[src/rtl/slpq_pkg.sv]
// shared types and sizing constants for the sorted list priority queue
// no dependencies; imported by the top level, the checker and the testbench
package slpq_pkg;

  localparam int CAPACITY     = 16;
  localparam int KEY_BITS     = 32;
  localparam int PAYLOAD_BITS = 16;

  localparam int IDX_W   = $clog2(CAPACITY);
  localparam int CNT_W   = $clog2(CAPACITY + 1);
  localparam int ENTRY_W = KEY_BITS + PAYLOAD_BITS;

  localparam logic [CNT_W-1:0] CAP_CNT = CNT_W'(CAPACITY);

  typedef enum logic [1:0] {
    ST_PUSHED = 2'd0,
    ST_POPPED = 2'd1,
    ST_EMPTY  = 2'd2,
    ST_FULL   = 2'd3
  } status_t;

  typedef enum logic [2:0] {
    S_IDLE,
    S_PUSH_CMP,
    S_PUSH_HEAD,
    S_POP_HEAD,
    S_POP_SHIFT
  } state_t;

endpackage

[src/rtl/slpq_ram.sv]
// generic simple dual port ram: one write port, one read port, registered read
// no dependencies
module slpq_ram #(
  parameter int WIDTH = 8,
  parameter int DEPTH = 16,
  localparam int ADDR_W = $clog2(DEPTH)
) (
  input  logic              clk,
  input  logic              we,
  input  logic [ADDR_W-1:0] waddr,
  input  logic [WIDTH-1:0]  wdata,
  input  logic [ADDR_W-1:0] raddr,
  output logic [WIDTH-1:0]  rdata_r
);

  logic [WIDTH-1:0] mem [DEPTH];

  always_ff @(posedge clk) begin
    if (we) begin
      mem[waddr] <= wdata;
    end
    rdata_r <= mem[raddr];
  end

endmodule

[src/rtl/sorted_list_priority_queue.sv]
// top level of the sorted list priority queue: sequencer, key compare and entry store
// depends on slpq_pkg and slpq_ram
//
// Entries sit in one ram in ascending key order, head at address 0. A request is
// taken when start is high and busy is low; its result appears on the out_ ports for
// exactly one cycle with out_valid high and cannot be held off. A push to a full queue,
// a pop of an empty queue and a push to an empty queue return their result in the
// cycle after the request with busy staying low. A push to a non-empty queue holds
// busy while the sequencer walks the ram from the tail one entry a cycle through its
// single read port, moving each larger entry (or, below the head, equal entry) up by
// one while comparing keys, until it reaches the new entry's slot. A pop holds busy
// while reading the head and moving every later entry down by one. The result
// strobe follows in the cycle busy drops, and a new request may be given in that cycle.
module sorted_list_priority_queue (
  input  logic                               clk,
  input  logic                               rst_n,
  input  logic                               start,
  output logic                               busy,
  input  logic                               in_func,
  input  logic [slpq_pkg::KEY_BITS-1:0]      in_key,
  input  logic [slpq_pkg::PAYLOAD_BITS-1:0]  in_payload,
  output logic                               out_valid,
  output slpq_pkg::status_t                  out_status,
  output logic [slpq_pkg::KEY_BITS-1:0]      out_key,
  output logic [slpq_pkg::PAYLOAD_BITS-1:0]  out_payload,
  output logic [slpq_pkg::CNT_W-1:0]         out_fill
);

  import slpq_pkg::*;

  state_t                  state_r, state_nxt;
  logic [IDX_W-1:0]        idx_r, idx_nxt;
  logic [CNT_W-1:0]        count_r, count_nxt;
  logic [KEY_BITS-1:0]     key_r, key_nxt;
  logic [PAYLOAD_BITS-1:0] pay_r, pay_nxt;

  logic                    ovalid_r, ovalid_nxt;
  status_t                 ostatus_r, ostatus_nxt;
  logic [KEY_BITS-1:0]     okey_r, okey_nxt;
  logic [PAYLOAD_BITS-1:0] opay_r, opay_nxt;
  logic [CNT_W-1:0]        ofill_r, ofill_nxt;

  logic                    ram_we;
  logic [IDX_W-1:0]        ram_waddr;
  logic [ENTRY_W-1:0]      ram_wdata;
  logic [IDX_W-1:0]        ram_raddr;
  logic [ENTRY_W-1:0]      ram_rdata;

  logic                    accept;
  logic [KEY_BITS-1:0]     rd_key;
  logic                    goes_after;
  logic                    idx_is_last;
  logic [IDX_W-1:0]        tail_idx;

  slpq_ram #(
    .WIDTH (ENTRY_W),
    .DEPTH (CAPACITY)
  ) u_ram (
    .clk     (clk),
    .we      (ram_we),
    .waddr   (ram_waddr),
    .wdata   (ram_wdata),
    .raddr   (ram_raddr),
    .rdata_r (ram_rdata)
  );

  assign accept = start && (state_r == S_IDLE);
  assign busy   = (state_r != S_IDLE);

  // shared compare: the head only moves aside for a strictly larger key
  assign rd_key     = ram_rdata[ENTRY_W-1:PAYLOAD_BITS];
  assign goes_after = (idx_r == '0) ? (rd_key > key_r) : (rd_key >= key_r);

  assign idx_is_last = ({{(CNT_W-IDX_W){1'b0}}, idx_r} == (count_r - CNT_W'(1)));
  assign tail_idx    = IDX_W'(count_r - CNT_W'(1));

  // next state
  always_comb begin
    state_nxt = state_r;
    unique case (state_r)
      S_IDLE: begin
        if (accept) begin
          if (!in_func) begin
            if ((count_r != CAP_CNT) && (count_r != '0)) begin
              state_nxt = S_PUSH_CMP;
            end
          end else if (count_r != '0) begin
            state_nxt = S_POP_HEAD;
          end
        end
      end
      S_PUSH_CMP: begin
        if (!goes_after) begin
          state_nxt = S_IDLE;
        end else if (idx_r == '0) begin
          state_nxt = S_PUSH_HEAD;
        end
      end
      S_PUSH_HEAD: state_nxt = S_IDLE;
      S_POP_HEAD: begin
        if (count_r == CNT_W'(1)) begin
          state_nxt = S_IDLE;
        end else begin
          state_nxt = S_POP_SHIFT;
        end
      end
      S_POP_SHIFT: begin
        if (idx_is_last) begin
          state_nxt = S_IDLE;
        end
      end
      default: state_nxt = S_IDLE;
    endcase
  end

  // datapath and ram control
  always_comb begin
    idx_nxt     = idx_r;
    count_nxt   = count_r;
    key_nxt     = key_r;
    pay_nxt     = pay_r;
    ovalid_nxt  = 1'b0;
    ostatus_nxt = ostatus_r;
    okey_nxt    = okey_r;
    opay_nxt    = opay_r;
    ofill_nxt   = ofill_r;
    ram_we      = 1'b0;
    ram_waddr   = idx_r + IDX_W'(1);
    ram_wdata   = ram_rdata;
    ram_raddr   = '0;

    unique case (state_r)
      S_IDLE: begin
        // pre-read the tail for a push, the head for a pop
        ram_raddr = in_func ? '0 : tail_idx;
        if (accept) begin
          key_nxt = in_key;
          pay_nxt = in_payload;
          idx_nxt = tail_idx;
          if (!in_func) begin
            if (count_r == CAP_CNT) begin
              ovalid_nxt  = 1'b1;
              ostatus_nxt = ST_FULL;
              okey_nxt    = '0;
              opay_nxt    = '0;
              ofill_nxt   = count_r;
            end else if (count_r == '0) begin
              ram_we      = 1'b1;
              ram_waddr   = '0;
              ram_wdata   = {in_key, in_payload};
              count_nxt   = CNT_W'(1);
              ovalid_nxt  = 1'b1;
              ostatus_nxt = ST_PUSHED;
              okey_nxt    = '0;
              opay_nxt    = '0;
              ofill_nxt   = CNT_W'(1);
            end
          end else if (count_r == '0) begin
            ovalid_nxt  = 1'b1;
            ostatus_nxt = ST_EMPTY;
            okey_nxt    = '0;
            opay_nxt    = '0;
            ofill_nxt   = '0;
          end
        end
      end
      S_PUSH_CMP: begin
        ram_we    = 1'b1;
        ram_waddr = idx_r + IDX_W'(1);
        ram_raddr = idx_r - IDX_W'(1);
        if (goes_after) begin
          // move the larger entry up one slot and keep walking toward the head
          ram_wdata = ram_rdata;
          idx_nxt   = idx_r - IDX_W'(1);
        end else begin
          ram_wdata   = {key_r, pay_r};
          count_nxt   = count_r + CNT_W'(1);
          ovalid_nxt  = 1'b1;
          ostatus_nxt = ST_PUSHED;
          okey_nxt    = '0;
          opay_nxt    = '0;
          ofill_nxt   = count_r + CNT_W'(1);
        end
      end
      S_PUSH_HEAD: begin
        ram_we      = 1'b1;
        ram_waddr   = '0;
        ram_wdata   = {key_r, pay_r};
        count_nxt   = count_r + CNT_W'(1);
        ovalid_nxt  = 1'b1;
        ostatus_nxt = ST_PUSHED;
        okey_nxt    = '0;
        opay_nxt    = '0;
        ofill_nxt   = count_r + CNT_W'(1);
      end
      S_POP_HEAD: begin
        okey_nxt  = rd_key;
        opay_nxt  = ram_rdata[PAYLOAD_BITS-1:0];
        idx_nxt   = IDX_W'(1);
        ram_raddr = IDX_W'(1);
        if (count_r == CNT_W'(1)) begin
          count_nxt   = '0;
          ovalid_nxt  = 1'b1;
          ostatus_nxt = ST_POPPED;
          ofill_nxt   = '0;
        end
      end
      S_POP_SHIFT: begin
        ram_we    = 1'b1;
        ram_waddr = idx_r - IDX_W'(1);
        ram_wdata = ram_rdata;
        ram_raddr = idx_r + IDX_W'(1);
        idx_nxt   = idx_r + IDX_W'(1);
        if (idx_is_last) begin
          count_nxt   = count_r - CNT_W'(1);
          ovalid_nxt  = 1'b1;
          ostatus_nxt = ST_POPPED;
          ofill_nxt   = count_r - CNT_W'(1);
        end
      end
      default: begin
        ram_we = 1'b0;
      end
    endcase
  end

  always_ff @(posedge clk) begin
    if (!rst_n) begin
      state_r  <= S_IDLE;
      count_r  <= '0;
      ovalid_r <= 1'b0;
    end else begin
      state_r  <= state_nxt;
      count_r  <= count_nxt;
      ovalid_r <= ovalid_nxt;
    end
  end

  always_ff @(posedge clk) begin
    idx_r     <= idx_nxt;
    key_r     <= key_nxt;
    pay_r     <= pay_nxt;
    ostatus_r <= ostatus_nxt;
    okey_r    <= okey_nxt;
    opay_r    <= opay_nxt;
    ofill_r   <= ofill_nxt;
  end

  assign out_valid   = ovalid_r;
  assign out_status  = ostatus_r;
  assign out_key     = okey_r;
  assign out_payload = opay_r;
  assign out_fill    = ofill_r;

endmodule

[config.mk]
export PLATFORM = sky130hd
export DESIGN_NAME = sorted_list_priority_queue
export DESIGN_NICKNAME = d
export VERILOG_FILES = /design/src/rtl/slpq_pkg.sv /design/src/rtl/slpq_ram.sv /design/src/rtl/sorted_list_priority_queue.sv
export SDC_FILE = /design/constraint.sdc
export NUM_CORES = 1
export LEC_CHECK = 0
export BUFFER_PORTS_ARGS = -buffer_cell sky130_fd_sc_hd__buf_4
export CAP_MARGIN = 30
export CORE_MARGIN = 1.5
export CORE_UTILIZATION = 55
export CTS_CLUSTER_SIZE = 24
export DETAILED_ROUTE_END_ITERATION = 10
export GPL_TIMING_DRIVEN = 0
export MAX_ROUTING_LAYER = met4
export PLACE_DENSITY = 0.72
export SLEW_MARGIN = 20
export SYNTH_ARGS = -nofsm -noshare
export SYNTH_HDL_FRONTEND = slang
export SYNTH_SLANG_ARGS = --single-unit
[constraint.sdc]
create_clock -name clk -period 7.6 [get_ports clk]
set_clock_uncertainty 0.1 [all_clocks]
set_input_delay 1.14 -clock clk [delete_from_list [all_inputs] [get_ports clk]]
set_output_delay 1.14 -clock clk [all_outputs]
set_load 0.01 [all_outputs]
==> flow_summary.json, run 1 <==
{
  "synthesis.area_per_instance_um2": 14.1,
  "hold_class": "flop to flop",
  "final_min_period_over_clock_period_pct": 68.3,
  "status": "complete, no violations",
  "hpwlAfterDp_mm": 75.7,
  "wire_per_inst_um": 27.8,
  "max_slew.worst_pin.slew_ps": 1050,
  "die_h_um": 268,
  "design.final.nets": 3084,
  "clock_sink_count": 932,
  "yosys_warnings": 0,
  "global_route.usage.met1_pct": 42.8,
  "ctsResizeCount": 0,
  "post_synthesis_cells": 2742,
  "met2_usage_pct": 49.0,
  "synth.area.top_cells": "sky130_fd_sc_hd__edfxtp_1, sky130_fd_sc_hd__nand2_1, sky130_fd_sc_hd__mux2i_1",
  "synth_enable_flop_cells": 875,
  "maximum_number_of_pins_on_one_net_before_global_route_repair": 23,
  "clkSlewWorstSetupHoldPaths_ps": 60,
  "cts.htree.levels": 3,
  "worstReg2RegStart": "count_r[0]",
  "fin_tns_setup_ps": 0,
  "floorplan.io_pins": 109,
  "grt_busiest_layer": "met2",
  "cts_hold_buffers": 0,
  "timing.final.crit_period_ps": 5190,
  "startpoint_types": "flop",
  "grt_antenna_before_repair": 5,
  "slew_violations": 0,
  "drtIter0Drc": 3373,
  "rsz_0062_raised_after_global_routing": "false",
  "depth_of_the_worst_register_to_register_path": 13,
  "gp_congestion": 0.885,
  "timing.critical_path.cells": "clkbuf_1, clkinv_1, ha_1, nor2_1, o311ai_2, buf_4, buf_2, clkbuf_1, buf_2, nand2_1, a31oi_1, mux2i_1, mux2i_1",
  "met3_usage_grt_pct": 5.77,
  "die_w_um": 268,
  "vdd.ir_drop.worst_uv": 262,
  "placementRows": 97,
  "most_instantiated_flip_flop_cell_in_the_synthesis_netlist": "sky130_fd_sc_hd__edfxtp_1",
  "dpl-instance-area_um2": 41800,
  "worst_reg2reg_setup_slack_ps": 2410,
  "synth.top_cell.area_share_pct": 68.0,
  "clkLatencyLatePin_ps": 660,
  "area_delta_synth_final_pct": 16.1,
  "post-route-cell-area_um2": 44900,
  "design.core.area_um2": 69800,
  "cts_max_path_buffers": 3,
  "pwr_density_cell_nw_per_um2": 518,
  "drt_first_pass_iters": 6,
  "hold_violations": 0,
  "endpoint_kind": "flop",
  "place.port_buffers": 108,
  "routed-via-count": 25400,
  "cp_top_family": "buffers and inverters",
  "synth_top_area_cell": "sky130_fd_sc_hd__edfxtp_1",
  "synth.lib_cells_used.distinct": 84,
  "grt-ovfl-total": 0,
  "setup_viol": 0,
  "dieArea_um2": 71900,
  "initial_core_util_pct": 55.4,
  "maxCapViolations": 0,
  "cts_tree": "built",
  "number_of_buffers_and_inverters_on_the_critical_path": 6,
  "ctsRootBufferMaster": "sky130_fd_sc_hd__clkbuf_16",
  "p_leak_uw": 0.0158,
  "total_power_draw_uw": 23200,
  "critPathArrivalTime_ps": 5630,
  "critPathMaxFanout": 10,
  "postCtsSetupBuffers": 0,
  "netlist_area_um2": 38700,
  "tritoncts.num_buffers": 93,
  "timing.critical_path.required_ps": 8040,
  "yosys_register_bits": 932,
  "min_delay_path_depth": 1,
  "totalWireLength_mm": 112,
  "grt.total_usage_pct": 32.1,
  "layout-drive-gt1-share_pct": 12.6,
  "worstHoldEndpoint": "out_payload[1]",
  "via_count_of_the_first_global_routing_pass": 25000,
  "critical_hold_path_startpoint": "u_ram.rdata_r[1]",
  "antenna_left": 0,
  "max_slew_headroom_pct": 29.9,
  "syn_nets": 2832,
  "crit_path_max_incr_delay_ps": 820,
  "clock.fmax_ghz": 0.193,
  "yosys-top-cells-count": "sky130_fd_sc_hd__edfxtp_1, sky130_fd_sc_hd__nand2_1, sky130_fd_sc_hd__a211oi_1, sky130_fd_sc_hd__a31oi_1",
  "asyncSetResetFlopFracSynth_pct": 0,
  "wire_length_of_the_first_global_routing_pass_mm": 162,
  "worst_setup_path_type": "flop to flop",
  "critPathSlowestCell": "sky130_fd_sc_hd__clkbuf_1",
  "synth_most_common_cell": "sky130_fd_sc_hd__edfxtp_1",
  "reg2reg_to": "u_ram.rdata_r[23]",
  "sequential_to_total_area_share_from_yosys_stat_pct": 70.9,
  "viasPerCell": 6.34,
  "route.detailed.drc": 0
}
-- area by class of cell --
| cell class | count | area (um2) |
|---|---|---|
| clock buffer | 119 | 2500 |
| antenna | 4 | 10.0 |
| buffer | 195 | 861 |
| inverter | 41 | 159 |
| multi-input combinational | 1574 | 10400 |
| sequential | 932 | 27400 |
| timing repair buffer | 157 | 1830 |
| fill | 4893 | 24900 |
| tap | 940 | 1180 |
| clock inverter | 52 | 542 |
-- where the power goes --
group	switching [uW]	internal [uW]	leakage [uW]
logic	7150	3140	0.00584
registers	390	7940	0.00849
clock network	1920	2690	0.00149
-- worst max path at each step --
| stage | startpoint | cells past startpoint | endpoint |
|---|---|---|---|
| CTS | count_r[0] | 13 | u_ram.rdata_r[23] |
| global route | count_r[0] | 13 | u_ram.rdata_r[23] |
| floorplan | in_func | 7 | u_ram.mem[0][0] |
| detailed placement | count_r[0] | 13 | u_ram.rdata_r[23] |
| finish | count_r[0] | 13 | u_ram.rdata_r[23] |
| global placement | u_ram.rdata_r[47] | 7 | out_payload[1] |
-- routing by layer --
| layer | vias to the layer above | share of wire [%] |
|---|---|---|
| met2 | 1495 | 47 |
| li1 | 11000 | - |
| met1 | 12700 | 39 |
| met4 | 0 | 4.1 |
| met3 | 246 | 10 |
| met5 | - | 0 |
-- cell families after synthesis --
group | synth area share, %
flops | 70.9
compound gates | 11.4
mux | 3.91
simple gates | 9.74
fa+ha+maj | 1.23
xor+xnor | 0.172
buf+inv | 2.63
-- metrics by stage --
stage / hold WS (ps) / setup WS, ps / utilization (%) / std cells
3_5_place_dp: 450 / 2640 / 59.9 / 3838
2_1_floorplan: 398 / 2570 / - / 2742
3_3_place_gp: 445 / -417 / 58.2 / 3790
6_report: 467 / 2410 / 64.3 / 4014
5_1_grt: 484 / 2300 / 64.3 / 4011
4_1_cts: 473 / 2570 / 64.2 / 4009
-- sequential cells by signal (all words and copies together) (netlist names) --
register and flops:
key_r 32, idx_r 4, out_valid 1, pay_r 16, state_r 3, count_r 5
out_payload 16, out_fill 5, u_ram.rdata_r 48, out_status 2, out_key 32, u_ram.mem 768
-- placed cells by master (no fill, tap or decap), drive strengths merged, types with 5 or more instances in the layout --
master    n
inv      44
ha       38
o22ai     5
a211oi  200
a31oi   194
o21ai    21
and3     46
clkbuf  256
nand2b    7
a21oi    25
buf     215
nand3    10
a221o    48
nor3     11
edfxtp  875
nand4     6
clkinv   37
a21o     11
nor2     51
mux2i   151
and2b    10
nand2   430
and2    195
nor2b     8
a22o     50
dfxtp    57
bufinv   11
(Power assumes the default switching activity.)
==> run 2, diff against run 1 <==
- PLACE_DENSITY: 0.72 -> 0.74
- clock period: 7.6 -> 4.63 ns (I/O delays scaled with it)
==> run 2 against run 1 <==
The run now ends with setup timing left. Register-to-register slack lost 2500 ps. Utilization grew 0.68 points. Setup slack lost 2500 ps. First-iteration DRC count grew 15%. Critical endpoint is now u_ram.mem[4][42].
==> flow_summary.json, run 2 (synthesis results as in run 1) <==
{
  "status": "finished, violations left",
  "failed_checks": "setup timing",
  "cts_max_path_buffers": 3,
  "design.core.area_um2": 69800,
  "rsz_0062_raised_after_global_routing": "false",
  "cp_top_family": "simple AND/OR/NAND/NOR gates",
  "drtIter0Drc": 3888,
  "min_delay_path_depth": 1,
  "maximum_number_of_pins_on_one_net_before_global_route_repair": 23,
  "pwr_density_cell_nw_per_um2": 857,
  "area_delta_synth_final_pct": 17.3,
  "fin_tns_setup_ps": -1330,
  "max_slew.worst_pin.slew_ps": 1030,
  "wire_per_inst_um": 28.5,
  "clkLatencyLatePin_ps": 670,
  "via_count_of_the_first_global_routing_pass": 25500,
  "dieArea_um2": 71900,
  "total_power_draw_uw": 38800,
  "clock_sink_count": 932,
  "placementRows": 97,
  "largest_reg_flops": 768,
  "endpoint_kind": "flop",
  "grt-ovfl-total": 0,
  "floorplan.io_pins": 109,
  "final_min_period_over_clock_period_pct": 101,
  "route.detailed.drc": 0,
  "clock.fmax_ghz": 0.214,
  "critPathMaxFanout": 16,
  "place.port_buffers": 108,
  "layout-drive-gt1-share_pct": 14.5,
  "totalWireLength_mm": 115,
  "reg.largest.list": "u_ram.mem x768, u_ram.rdata_r x48",
  "hold_class": "input pin to flop",
  "vdd.ir_drop.worst_uv": 471,
  "timing.final.crit_period_ps": 4680,
  "critPathArrivalTime_ps": 4940,
  "worst_setup_path_type": "flop to flop",
  "die_h_um": 268,
  "initial_core_util_pct": 55.4,
  "worstSetupPathDepth": 10,
  "number_of_buffers_and_inverters_on_the_critical_path": 2,
  "viasPerCell": 6.45,
  "gp_congestion": 0.915,
  "setup_slack_ps": -49.4,
  "routed-via-count": 26000,
  "clkSlewWorstSetupHoldPaths_ps": 60,
  "setup_viol": 71,
  "hold_violations": 0,
  "die_w_um": 268,
  "grt_antenna_before_repair": 3,
  "max_slew_headroom_pct": 31.2,
  "startpoint_types": "flop",
  "slew_violations": 0,
  "drt_first_pass_iters": 6,
  "grt.total_usage_pct": 32.8,
  "timing.critical_path.cells": "inv_1, ha_1, nand4_2, nor4_2, nand2_1, or4_4, a21boi_4, o21ai_2, buf_2, a221o_1",
  "tritoncts.num_buffers": 94,
  "cts.htree.levels": 3,
  "maxCapViolations": 0,
  "most-common-layout-cells": "sky130_fd_sc_hd__edfxtp_1, sky130_fd_sc_hd__nand2_1, sky130_fd_sc_hd__a211oi_1",
  "design.final.nets": 3098,
  "largest_register": "u_ram.mem",
  "antenna_left": 0,
  "crit_path_max_incr_delay_ps": 650,
  "cts_tree": "built",
  "p_leak_uw": 0.0161,
  "mostFrequentLayoutCell": "sky130_fd_sc_hd__edfxtp_1",
  "wire_length_of_the_first_global_routing_pass_mm": 165,
  "timing.critical_path.required_ps": 4890,
  "hpwlAfterDp_mm": 76.9,
  "critPathSlowestCell": "sky130_fd_sc_hd__or4_4",
  "depth_of_the_worst_register_to_register_path": 10,
  "ctsRootBufferMaster": "sky130_fd_sc_hd__clkbuf_16"
}
==> run 2: changes by cell type in the layout (fill, tap and decap cells not counted), moves of 10 or more <==
cell and change:
sky130_fd_sc_hd__a221o_1 -14, sky130_fd_sc_hd__a221o_2 +14, sky130_fd_sc_hd__clkbuf_1 -14, sky130_fd_sc_hd__clkbuf_8 +10
sky130_fd_sc_hd__clkinv_1 -12
==> run 2: repair_timing <==
| action | 4_1_cts | 5_1_grt |
|---|---|---|
| pin swaps | 6 | 2 |
| gates resized for setup | 6 | 22 |
| setup buffers | 6 | 6 |
| hold buffers | 0 | 0 |
| endpoints found under the setup margin | 574 | 588 |
==> run 2: report_power, final <==
| part | switching [uW] | total, uW | leakage, uW | internal [uW] |
|---|---|---|---|---|
| combinational | 11900 | 17100 | 0.00596 | 5250 |
| sequential | 649 | 13700 | 0.00849 | 13000 |
| clock | 3250 | 8050 | 0.00162 | 4800 |
==> run 2: worst paths after layout <==
kind | from | end | slack (ps)
setup / recovery | key_r[31] | u_ram.mem[4][42] | -50
hold / removal | in_key[10] | key_r[10] | 110
setup reg to reg | key_r[31] | u_ram.mem[4][42] | -50
hold reg to reg | u_ram.rdata_r[12] | out_payload[12] | 460
==> run 2: layout make-up <==
| type | count | area, um2 |
|---|---|---|
| Antenna cell | 3 | 7.51 |
| Buffer | 195 | 868 |
| Clock buffer | 122 | 2630 |
| Clock inverter | 55 | 658 |
| Fill cell | 4732 | 24500 |
| Inverter | 41 | 163 |
| Multi-Input combinational cell | 1574 | 10400 |
| Sequential cell | 932 | 27400 |
| Tap cell | 940 | 1180 |
| Timing Repair Buffer | 170 | 2020 |
==> run 2: per-stage QoR <==
stage	setup WS, ps	utilization (%)	cell area [um2]	std cells	hold WS [ps]
6_report	-49.4	65.0	45300	4032	114
4_1_cts	0.119	64.8	45200	4023	97.9
3_5_place_dp	-465	60.0	41800	3840	448
2_1_floorplan	-323	-	38700	2742	398
3_3_place_gp	-3210	58.3	40700	3790	437
5_1_grt	5.65	64.9	45300	4029	112
==> run 2: layer usage <==
layer  GRT usage, %  up-vias  part of all wire [%]
li1               -    11000                     -
met1           42.7    12800                    37
met2           50.8     1792                    47
met3           5.90      339                    11
met4           14.4        0                   4.5
met5              -        -                     0
